<file path="src/sv/aiat_pkg.sv">
`timescale 1ns / 1ps
// ----------------------------------------------------------------------------
// aiat_pkg
// Shared types and constants for the aging IPv4 allowlist table.
// ----------------------------------------------------------------------------
package aiat_pkg;

  localparam int unsigned ENTRIES_DEF = 16;
  localparam int unsigned ADDR_W      = 32;
  localparam int unsigned TIME_W      = 32;
  localparam int unsigned TMO_W       = 16;
  localparam int unsigned CNT_OUT_W   = 5;
  localparam int unsigned CFG_IDX_W   = 1;
  localparam logic [TMO_W-1:0] TIMEOUT_RST = 16'd600;

  typedef enum logic [1:0] {
    REQ_ADD   = 2'd0,
    REQ_CHECK = 2'd1,
    REQ_PURGE = 2'd2
  } aiat_req_type_t;

  typedef enum logic [CFG_IDX_W-1:0] {
    CFG_ENABLE  = 1'd0,
    CFG_TIMEOUT = 1'd1
  } aiat_cfg_idx_t;

  typedef enum logic [1:0] {
    ST_IDLE,
    ST_WALK,
    ST_DRAIN,
    ST_FIN
  } aiat_state_t;

  typedef struct packed {
    logic [1:0]        req_type;
    logic [ADDR_W-1:0] ip_addr;
    logic [TIME_W-1:0] now_secs;
  } aiat_req_t;

  typedef struct packed {
    logic                 hit;
    logic                 inserted;
    logic                 table_full;
    logic [CNT_OUT_W-1:0] live_count;
  } aiat_rsp_t;

  // verdict of the per-entry check unit
  typedef struct packed {
    logic stale;
    logic live;
    logic match;
  } aiat_eval_t;

endpackage

</file>
<file path="src/sv/aiat_eval.sv">
`timescale 1ns / 1ps
// ----------------------------------------------------------------------------
// aiat_eval
// Per-entry check unit, shared by every step of the table walk.
// ----------------------------------------------------------------------------
module aiat_eval (
  input  logic                         slot_vld,
  input  logic [aiat_pkg::ADDR_W-1:0]  slot_addr,
  input  logic [aiat_pkg::TIME_W-1:0]  slot_stamp,
  input  logic [aiat_pkg::TMO_W-1:0]   timeout,
  input  logic [aiat_pkg::TIME_W-1:0]  now,
  input  logic [aiat_pkg::ADDR_W-1:0]  ip,
  output aiat_pkg::aiat_eval_t         res
);
  import aiat_pkg::*;

  logic [TIME_W:0] deadline;

  // 33-bit sum, no wrap
  assign deadline  = {1'b0, slot_stamp} + {{(TIME_W + 1 - TMO_W){1'b0}}, timeout};
  assign res.stale = slot_vld && (deadline < {1'b0, now});
  assign res.live  = slot_vld && !res.stale;
  assign res.match = res.live && (slot_addr == ip);

endmodule

</file>
<file path="src/sv/aging_ip_allowlist_table_unit.sv">
`timescale 1ns / 1ps
// ----------------------------------------------------------------------------
// aging_ip_allowlist_table_unit
// Aging IPv4 allowlist: when enabled, expiry walk, then check, add/refresh or purge.
// ----------------------------------------------------------------------------
// Usage:
//   in_*  : request beat {req_type, ip_addr, now_secs}; taken when in_valid
//           is high and in_stall is low. in_stall stays high from the beat
//           until its result has been loaded into the output register.
//   out_* : one result beat {hit, inserted, table_full, live_count} per
//           request, held in an output register until out_stall is low.
//   cfg_* : register writes (index 0 enable, 1 timeout_secs); cfg_ready is
//           always high. Write only while no request is in flight.
// Sequence: enabled, a walk reads one entry of the address/stamp RAM per
//   cycle into the RAM read register, where the single staleness/compare
//   unit checks it; a drain step then empties the read stage and a commit
//   step loads the result. Disabled: the request goes straight to commit.
// Requests: one at a time; a new one is not taken until the last has
//   committed, as the walk uses the single RAM read port. A stalled output
//   delays the commit step, so the next request waits too.
// Reset: valid bits cleared, live count 0, enable 0, timeout 600. The RAM
//   is not cleared; a slot's contents are used only while its valid bit is set.
// ----------------------------------------------------------------------------
module aging_ip_allowlist_table_unit #(
  parameter int unsigned ENTRIES = aiat_pkg::ENTRIES_DEF
) (
  input  logic                             clk,
  input  logic                             rst_n,
  input  logic                             in_valid,
  output logic                             in_stall,
  input  aiat_pkg::aiat_req_t              in_data,
  output logic                             out_valid,
  input  logic                             out_stall,
  output aiat_pkg::aiat_rsp_t              out_data,
  input  logic                             cfg_valid,
  output logic                             cfg_ready,
  input  logic [aiat_pkg::CFG_IDX_W-1:0]   cfg_index,
  input  logic [aiat_pkg::TMO_W-1:0]       cfg_data
);
  import aiat_pkg::*;

  localparam int unsigned IW   = (ENTRIES > 1) ? $clog2(ENTRIES) : 1;
  localparam int unsigned CW   = $clog2(ENTRIES + 1);
  localparam int unsigned MEMW = ADDR_W + TIME_W;

  // config
  logic              enable_r;
  logic [TMO_W-1:0]  timeout_r;

  // control
  aiat_state_t       state_r, state_nxt;
  aiat_req_t         req_r;
  logic [IW-1:0]     idx_r;
  logic              ev_vld_r;
  logic [IW-1:0]     ev_idx_r;
  logic [ENTRIES-1:0] valid_r, valid_nxt;
  logic [CW-1:0]     cnt_r;
  logic [CW-1:0]     acc_r;
  logic              match_fnd_r, free_fnd_r;
  logic [IW-1:0]     match_idx_r, free_idx_r;

  // RAM for {addr, stamp}
  logic [MEMW-1:0]   slot_mem [ENTRIES];
  logic [MEMW-1:0]   rd_q;
  logic              mem_we;
  logic [IW-1:0]     mem_wa;

  // output register
  logic              out_valid_r;
  aiat_rsp_t         out_data_r;

  aiat_eval_t        ev;
  logic              accept, last_idx, out_free, commit;
  logic              do_ins, do_ref;
  logic [CW-1:0]     cnt_fin;
  aiat_rsp_t         rsp;

  assign accept    = in_valid && !in_stall;
  assign in_stall  = (state_r != ST_IDLE);
  assign cfg_ready = 1'b1;
  assign out_valid = out_valid_r;
  assign out_data  = out_data_r;
  assign last_idx  = (idx_r == IW'(ENTRIES - 1));
  assign out_free  = !out_valid_r || !out_stall;
  assign commit    = (state_r == ST_FIN) && out_free;

  // config writes
  always_ff @(posedge clk) begin
    if (!rst_n) begin
      enable_r  <= 1'b0;
      timeout_r <= TIMEOUT_RST;
    end else if (cfg_valid && cfg_ready) begin
      case (aiat_cfg_idx_t'(cfg_index))
        CFG_ENABLE:  enable_r  <= cfg_data[0];
        CFG_TIMEOUT: timeout_r <= cfg_data;
        default:     ;
      endcase
    end
  end

  // shared check unit, fed from the RAM read stage
  aiat_eval u_eval (
    .slot_vld   (ev_vld_r && valid_r[ev_idx_r]),
    .slot_addr  (rd_q[MEMW-1:TIME_W]),
    .slot_stamp (rd_q[TIME_W-1:0]),
    .timeout    (timeout_r),
    .now        (req_r.now_secs),
    .ip         (req_r.ip_addr),
    .res        (ev)
  );

  // sequencer
  always_comb begin
    state_nxt = state_r;
    case (state_r)
      ST_IDLE: begin
        if (accept) state_nxt = enable_r ? ST_WALK : ST_FIN;
      end
      ST_WALK: begin
        if (last_idx) state_nxt = ST_DRAIN;
      end
      ST_DRAIN: state_nxt = ST_FIN;
      ST_FIN: begin
        if (out_free) state_nxt = ST_IDLE;
      end
      default: state_nxt = ST_IDLE;
    endcase
  end

  always_ff @(posedge clk) begin
    if (!rst_n) state_r <= ST_IDLE;
    else        state_r <= state_nxt;
  end

  // commit decision
  always_comb begin
    do_ref  = 1'b0;
    do_ins  = 1'b0;
    rsp     = '0;
    cnt_fin = cnt_r;
    if (enable_r) begin
      case (aiat_req_type_t'(req_r.req_type))
        REQ_ADD: begin
          if (match_fnd_r) begin
            do_ref  = 1'b1;
            rsp.hit = 1'b1;
          end else if (free_fnd_r) begin
            do_ins       = 1'b1;
            rsp.inserted = 1'b1;
          end else begin
            rsp.table_full = 1'b1;
          end
        end
        REQ_CHECK: rsp.hit = match_fnd_r;
        default:   ;
      endcase
      cnt_fin = acc_r + CW'(do_ins);
    end
    if (32'(cnt_fin) > 32'd31) rsp.live_count = CNT_OUT_W'(31);
    else                       rsp.live_count = CNT_OUT_W'(cnt_fin);
  end

  assign mem_we = commit && (do_ins || do_ref);
  assign mem_wa = do_ref ? match_idx_r : free_idx_r;

  // valid bits: cleared on expiry, set on insert
  always_comb begin
    valid_nxt = valid_r;
    if (ev.stale) valid_nxt[ev_idx_r] = 1'b0;
    if (commit && do_ins) valid_nxt[free_idx_r] = 1'b1;
  end

  always_ff @(posedge clk) begin
    if (!rst_n) begin
      valid_r     <= '0;
      cnt_r       <= '0;
      ev_vld_r    <= 1'b0;
      out_valid_r <= 1'b0;
    end else begin
      valid_r  <= valid_nxt;
      ev_vld_r <= (state_r == ST_WALK);
      if (commit) begin
        cnt_r       <= cnt_fin;
        out_valid_r <= 1'b1;
      end else if (!out_stall) begin
        out_valid_r <= 1'b0;
      end
    end
  end

  // walk bookkeeping (payload, no reset needed)
  always_ff @(posedge clk) begin
    if (accept) begin
      req_r       <= in_data;
      idx_r       <= '0;
      acc_r       <= '0;
      match_fnd_r <= 1'b0;
      free_fnd_r  <= 1'b0;
    end else begin
      if (state_r == ST_WALK && !last_idx) idx_r <= idx_r + IW'(1);
      if (ev_vld_r) begin
        acc_r <= acc_r + CW'(ev.live);
        if (ev.match && !match_fnd_r) begin
          match_fnd_r <= 1'b1;
          match_idx_r <= ev_idx_r;
        end
        if (!ev.live && !free_fnd_r) begin
          free_fnd_r <= 1'b1;
          free_idx_r <= ev_idx_r;
        end
      end
    end
    ev_idx_r <= idx_r;
    if (commit) out_data_r <= rsp;
  end

  // address/stamp RAM: one write, one registered read
  always_ff @(posedge clk) begin
    if (mem_we) slot_mem[mem_wa] <= {req_r.ip_addr, req_r.now_secs};
    rd_q <= slot_mem[idx_r];
  end

endmodule

</file>
<file path="config.mk">
export PLATFORM = sky130hd
export DESIGN_NAME = aging_ip_allowlist_table_unit
export DESIGN_NICKNAME = d
export VERILOG_FILES = /design/src/sv/aiat_pkg.sv /design/src/sv/aiat_eval.sv /design/src/sv/aging_ip_allowlist_table_unit.sv
export SDC_FILE = /design/constraint.sdc
export NUM_CORES = 1
export LEC_CHECK = 0
export BUFFER_PORTS_ARGS = -buffer_cell sky130_fd_sc_hd__buf_2
export CAP_MARGIN = 20
export CORE_MARGIN = 2
export CORE_UTILIZATION = 35
export CTS_CLUSTER_DIAMETER = 150
export DETAILED_ROUTE_END_ITERATION = 8
export PLACE_DENSITY = 0.49
export SETUP_SLACK_MARGIN = 0.02
export SYNTH_ARGS = -nofsm -noshare
export SYNTH_HDL_FRONTEND = slang
export SYNTH_SLANG_ARGS = --single-unit
</file>
<file path="constraint.sdc">
create_clock -name clk -period 8.7 [get_ports clk]
set_clock_uncertainty 0.2 [all_clocks]
set_input_delay 0.87 -clock clk [delete_from_list [all_inputs] [get_ports clk]]
set_output_delay 0.87 -clock clk [all_outputs]
set_load 0.02 [all_outputs]
</file>
==> run metrics, run 1 <==
status finished clean; Worst Hold Path Cells 1; Data arrival, critical path 5.31 ns; nets roughly 2,600; CTS Root Cell clkbuf_16; cts hold-fix bufs 0; Compound-Gate Fraction of Synth Area 2.10%; Startpoint Class flip-flop; initial antenna violation count 2; first-pass GRT wire length 171 mm; Critical Path RT 8.86 ns; Post-synth EDFFs 1,106; largest family of logic cells by synthesized area multiplexers; RSZ-0062 raised after global routing false; simple-gate area share of the yosys netlist 2.46%; Pleak 17.1 nW; die width 371 um; Cell Area, Synth between 40,000 and 50,000 um^2; final hold violations 0; Post-Route WL 117 mm; IO Pins about 100; CORE AREA 133,000 um^2; Initial Util 35.3%; post-DR wirelength/cell 27.3 um; register area share after synthesis between 70% and 80%; WS Path Type flip-flop to flip-flop; Yosys warnings 0; DP HPWL 62.4 mm; vias in the first global route ~24,000; final setup fails 0; Util after Layout between 40% and 50%; adder-cell share of the synthesized area 1.56%; Final min period 5.16 ns; total global routing overflow 0; Routed Antenna Nets 0; largest net degree at the start of global routing 92; multiplexer share of the synthesized area between 10% and 20%; most common cell after layout, fill and taps aside edfxtp_1; # DRC 0; clock sinks between 1,000 and 1,500; Clk Latency, worst-skew pair 0.74 ns; FILL cells 11,800; Net Sw Frac 25.9%; Worst Reg-to-Reg Cells 15; total number of vias 22,500; Die ar. 138,000 um^2; logic gate share of total power 15.7%; # H-tree levels 4; die height around 370 um; max-slew violations 0; maximum operating frequency 0.194 GHz; initial DRC count around 2,000; synthesized flop and latch total 1,227; GRT Total Usage 17.3%; post-synth cell types 65; Clock Power Share a little over a third; # Post-CTS Setup Buffers 0; gp weighted congestion between 0.8 and 0.9; Setup TNS Final 0 ns; most frequent cells in the layout 1,106 x edfxtp_1, 322 x mux4_2, 139 x clkbuf_16, 117 x dfxtp_1, 97 x buf_2; drt first pass iters 7; ys async rst share 0%; clock buffer depth 3; largest fanout on the critical path 9; maxcap violations 0; synthesized instance count 2,236; Peak VDD IR 0.182 mV; post-synthesis xor/xnor area fraction 1.26%; Row Count 134; Slew HR 27.5%; input/output buffers 97; area grow syn2layout 15.0%; Most used DFF post-synth edfxtp_1; Clock transition at path regs 0.06 ns; post-CTS sizing 0; PwrDens between 200 and 300 nW/um^2; final worst path period share 59.3%; sequential fraction of design power 48.6%; Syn Nets 2,382; Vias/cell between 5 and 6; register area 35,600 um^2; Worst Hold Class primary input to flip-flop; Tightest Pin Transition between 1 and 1.5 ns; Mapped Avg Cell Area 21.1 um^2; Multi-input gate area ~11,000 um^2; Total Power 15.3 mW; internal power approximately 11 mW; layout cells sized above 1 26.8%; CTS Buf Count 133; CTS tree built; Net Sw Power 3.96 mW; Critical Path End Type flip-flop
-- cells by family (layout without fill, tap and decap cells) --
kind of cell    count (synthesis)  count (layout)
compound gates                148             148
other cells                     1               2
fa+ha+maj                      58              58
flops                        1227            1227
simple gates                  250             250
buf+inv                       149             436
xor+xnor                       68              68
mux                           335             335
-- per-stage QoR --
| stage | setup WS (ns) | instance area, um^2 | hold WS [ns] | instances |
|---|---|---|---|---|
| after floorplan | 3.77 | 47100 | 0.129 | 2236 |
| after global placement | 3.56 | 49900 | 0.251 | 4046 |
| after detailed placement | 3.52 | 49900 | 0.260 | 4048 |
| after CTS | 3.47 | 54200 | 0.0234 | 4291 |
| after global routing | 3.18 | 54200 | 0.0431 | 4291 |
| final | 3.54 | 54200 | 0.0975 | 4292 |
-- registers in the layout, summed over array words and instances (netlist names) --
name / cells
slot_mem: 1024
req_r: 66
rd_q: 64
timeout_r: 16
valid_r: 16
out_data: 8
acc_r: 5
cnt_r: 5
ev_idx_r: 4
free_idx_r: 4
idx_r: 4
match_idx_r: 4
state_r: 2
enable_r: 1
ev_vld_r: 1
free_fnd_r: 1
match_fnd_r: 1
out_valid: 1
-- critical path, cell delays in order, from the launching register on --
cell and delay (ns):
dfxtp_1 0.33, ha_1 0.17, inv_1 0.05, fa_1 0.39, nand2b_1 0.20, a211oi_1 0.29
o31ai_1 0.23, o31ai_4 0.50, nand3_1 0.17, xnor2_1 0.16, ha_1 0.30, nand4_1 0.11
or3_1 0.39, a211o_1 0.30, a31o_2 0.26, a2111oi_2 0.70
-- per-layer routing --
layer / up-vias / wire length, um / GRT usage (%)
met5: - / 0 / 0
met4: 0 / 2710 / 5.12
li1: 9552 / - / -
met2: 619 / 55600 / 27.5
met3: 157 / 5710 / 3.02
met1: 12100 / 53100 / 24.5
-- final cells by class --
type,instances,area share (%)
clock buffers,197,7.04
repair buffers,138,1.63
inverters,55,0.386
multi-input cells,860,20.3
diodes,1,0.00462
well taps,1768,4.08
clock inverters,46,0.767
flip-flops and latches,1227,65.8
-- Yosys cell counts, types with 2 or more instances --
cell type  count  share of area, %
buf_2         20              0.21
nor2_1        71              0.57
o2111ai_1      2             0.037
nor4_1         6             0.080
nand3_1       22              0.23
buf_4          2             0.032
xor2_1        40              0.74
mux2_2         2             0.048
nor3_1        14              0.15
mux4_2       322                15
edfxtp_1    1106                70
o21ai_0       30              0.32
ha_1          57               1.5
o22ai_1        2             0.027
and2_1         5             0.066
xnor2_1       28              0.52
mux2i_1       11              0.23
clkbuf_1      55              0.44
a21boi_0      18              0.29
dfxtp_1      121               5.1
a22oi_1        3             0.048
a31oi_1       15              0.20
or3_1          4             0.053
a41oi_1        7              0.13
a21o_1        10              0.16
o211a_1        2             0.042
nand2b_1       8              0.11
nor2b_1       15              0.20
buf_1         15              0.12
o21a_1         2             0.032
nand4_1       15              0.20
a21oi_1       37              0.39
a31o_2         2             0.037
nand2_1       79              0.63
a211oi_1       6             0.096
inv_1         53              0.42
-- final timing paths --
check / slack, ns / startpoint / to
setup / recovery: 3.54 / timeout_r[0]$_SDFFE_PN0P_ / match_idx_r[1]$_DFFE_PP_
hold / removal: 0.1 / in_data[59] / req_r[59]$_DFFE_PP_
setup reg to reg: 3.54 / timeout_r[0]$_SDFFE_PN0P_ / match_idx_r[1]$_DFFE_PP_
hold reg to reg: 0.27 / cnt_r[1]$_SDFFE_PN0P_ / cnt_r[1]$_SDFFE_PN0P_
-- power by group through the flow --
stage | clock, mW | combinational (mW) | sequential (mW)
2_1_floorplan | 0 | 1.88 | 7.28
3_3_place_gp | 0 | 2.44 | 7.54
3_5_place_dp | 0 | 2.46 | 7.57
4_1_cts | 5.62 | 2.47 | 7.45
5_1_grt | 5.85 | 2.63 | 7.50
6_report | 5.46 | 2.40 | 7.44
Power figures use the tool's default switching activity.
==> run 2, diff against run 1 <==
- PLACE_DENSITY: 0.49 -> 0.5
- clock period: 8.7 -> 4.6 ns (I/O delays scaled with it)
==> run 2 against run 1 <==
Compared with the run above: sequential power rose by 88%; non-clock buffer count grew 145; global-route usage fell by 0.56 points; largest cell class unchanged; highest routed layer unchanged.
==> run metrics, run 2 (synthesis results as in run 1) <==
Largest regs slot_mem (1024), req_r (66), rd_q (64); placed instance area 50,700 um^2 (+1.5%); input/output buffers 97 (unchanged); final hold violations 0 (unchanged); Initial Util 35.3% (unchanged); CTS Buf Count 135 (+1.5%); Clk Latency, worst-skew pair 0.74 ns (about the same); Worst Hold Class primary input to flip-flop; Post-Route WL 114 mm (-2.3%); Clock transition at path regs 0.06 ns (about the same); total global routing overflow 0 (unchanged); Design Area, Final 56,100 um^2 (+3.6%); # H-tree levels 4 (unchanged); Pleak 17.9 nW (+4.7%); sequence of cells on the critical path ha_4 -> inv_2 -> fa_2 -> nand2b_4 -> a211oi_4 -> o31ai_4 -> o31ai_4 -> buf_12 -> nand4_1 -> xnor2_1 -> ha_1 -> nand2_2 -> or3_1 -> a211o_1 -> a31o_4 -> a21oi_4 -> ha_4 -> ha_4 -> nand4_1 -> xor2_1 -> nor2_1; Data arrival, critical path 4.94 ns (-0.37 ns); Final min period 4.53 ns (-0.629 ns); die width 371 um (unchanged); most frequent cells in the layout 1,106 x edfxtp_1, 322 x mux4_2, 141 x clkbuf_16, 114 x dfxtp_1, 97 x buf_2; Util after Layout 42.0% (+1.5 points); PwrDens 524 nW/um^2 (+86%); met2 Resource Use GR 27.4% (-0.086 points); layout cells sized above 1 28.9% (+2.2 points); DP HPWL 59.4 mm (-4.9%); drt first pass iters 6 (-1); status finished clean; maxcap violations 0 (unchanged); Slew HR 26.1% (-1.4 points); largest net degree at the start of global routing 65 (-29%); most common cell after layout, fill and taps aside edfxtp_1; Total Power 29.4 mW (+92%); largest fanout on the critical path 6 (-3); Vias/cell 5.14 (-1.8%); final hold slack 0.0743 ns (-0.0232 ns); Startpoint Class flip-flop; die height 371 um (unchanged); CORE AREA 133,000 um^2 (unchanged); initial DRC count 2,075 (+2.3%); clock sinks 1,227 (unchanged); GRT Total Usage 16.8% (-0.56 points); total number of vias 22,800 (+1.6%); Biggest register slot_mem; Routed Antenna Nets 0 (unchanged); # DRC 0 (unchanged); final worst path period share 98.4% (+39 points); Row Count 134 (unchanged); Largest register FFs 1,024 (unchanged); Critical Path End Type flip-flop; placed cells 4,100 (+1.3%); IO Pins 99 (unchanged); final std cells w/o fill 4,443 (+3.5%); met3 usage 2.54% (-0.48 points); initial antenna violation count 1 (-1); final setup fails 0 (unchanged); Critical Path RT 5.02 ns (-3.84 ns); gp weighted congestion 0.785 (-5.7%); area grow syn2layout 19.1%; most frequent CP cell ha_4; nets 2,708 (+5.7%); CTS tree built; clock buffer depth 3 (unchanged); WS Path Type flip-flop to flip-flop; maximum operating frequency 0.221 GHz (+14%); layer with the highest usage met2; vias in the first global route 24,300 (+2.1%); met1 usage 23.4% (-1.1 points); CTS Root Cell clkbuf_16; max-slew violations 0 (unchanged); post-DR wirelength/cell 25.7 um (-5.6%); crit path max-delay cell type or3_1; Die ar. 138,000 um^2 (unchanged); Peak VDD IR 0.290 mV (+59%); Tightest Pin Transition 1.10 ns (+0.0158 ns); first-pass GRT wire length 167 mm (-2.1%); Worst path max stage delay 0.36 ns (-0.34 ns); RSZ-0062 raised after global routing true
## run 2: critical path, delay by kind of cell, from the launching register on
family          cells  cell delay [ns]
fa+ha+maj           5             1.10
simple gates        6             0.89
compound gates      6             1.32
xor+xnor            2             0.35
flops               1             0.35
buf+inv             2             0.19
## run 2: repair_timing
action,CTS,global route
hold buffers,86,0
hold endpoints to repair,88,0
pin swaps,13,28
setup buffers,3,4
resized for setup,21,21
setup endpoints to repair,30,30
## run 2: metrics by stage
| stage | setup slack (ns) | TNS [ns] |
|---|---|---|
| final | 0.0739 | 0 |
| after global routing | -0.138 | -0.721 |
| after CTS | -0.0816 | -0.0816 |
| after detailed placement | -0.295 | -5.32 |
| after global placement | -0.303 | -3.06 |
| after floorplan | -0.256 | -123.92 |
## run 2: layer usage
| layer | up-vias | routed length [um] |
|---|---|---|
| met4 | 0 | 2460 |
| met3 | 165 | 4680 |
| met5 | - | 0 |
| met2 | 589 | 55600 |
| met1 | 12200 | 51600 |
| li1 | 9847 | - |
## run 2: power breakdown
part	switching [mW]	internal (mW)
Clock	4.32	6.18
Combinational	2.33	2.55
Sequential	0.937	13.1
## run 2: path summary, 6_finish.rpt
kind / slack [ns] / from / depth (start not counted) / to
hold / removal: 0.07 / rst_n / 2 / timeout_r[9]$_SDFFE_PN1P_
hold reg to reg: 0.28 / cnt_r[1]$_SDFFE_PN0P_ / 2 / cnt_r[1]$_SDFFE_PN0P_
setup / recovery: 0.07 / rd_q[0]$_DFF_P_ / 21 / acc_r[4]$_SDFFE_PP0P_
setup reg to reg: 0.07 / rd_q[0]$_DFF_P_ / 21 / acc_r[4]$_SDFFE_PP0P_
## run 2: final cells by class
| type | instances | area [um^2] |
|---|---|---|
| clock buffers | 178 | 3740 |
| fillers | 11700 | 77300 |
| multi-input cells | 860 | 11100 |
| diodes | 2 | 5.00 |
| well taps | 1768 | 2210 |
| flip-flops and latches | 1227 | 35700 |
| repair buffers | 283 | 2550 |
| inverters | 55 | 209 |
| clock inverters | 70 | 601 |
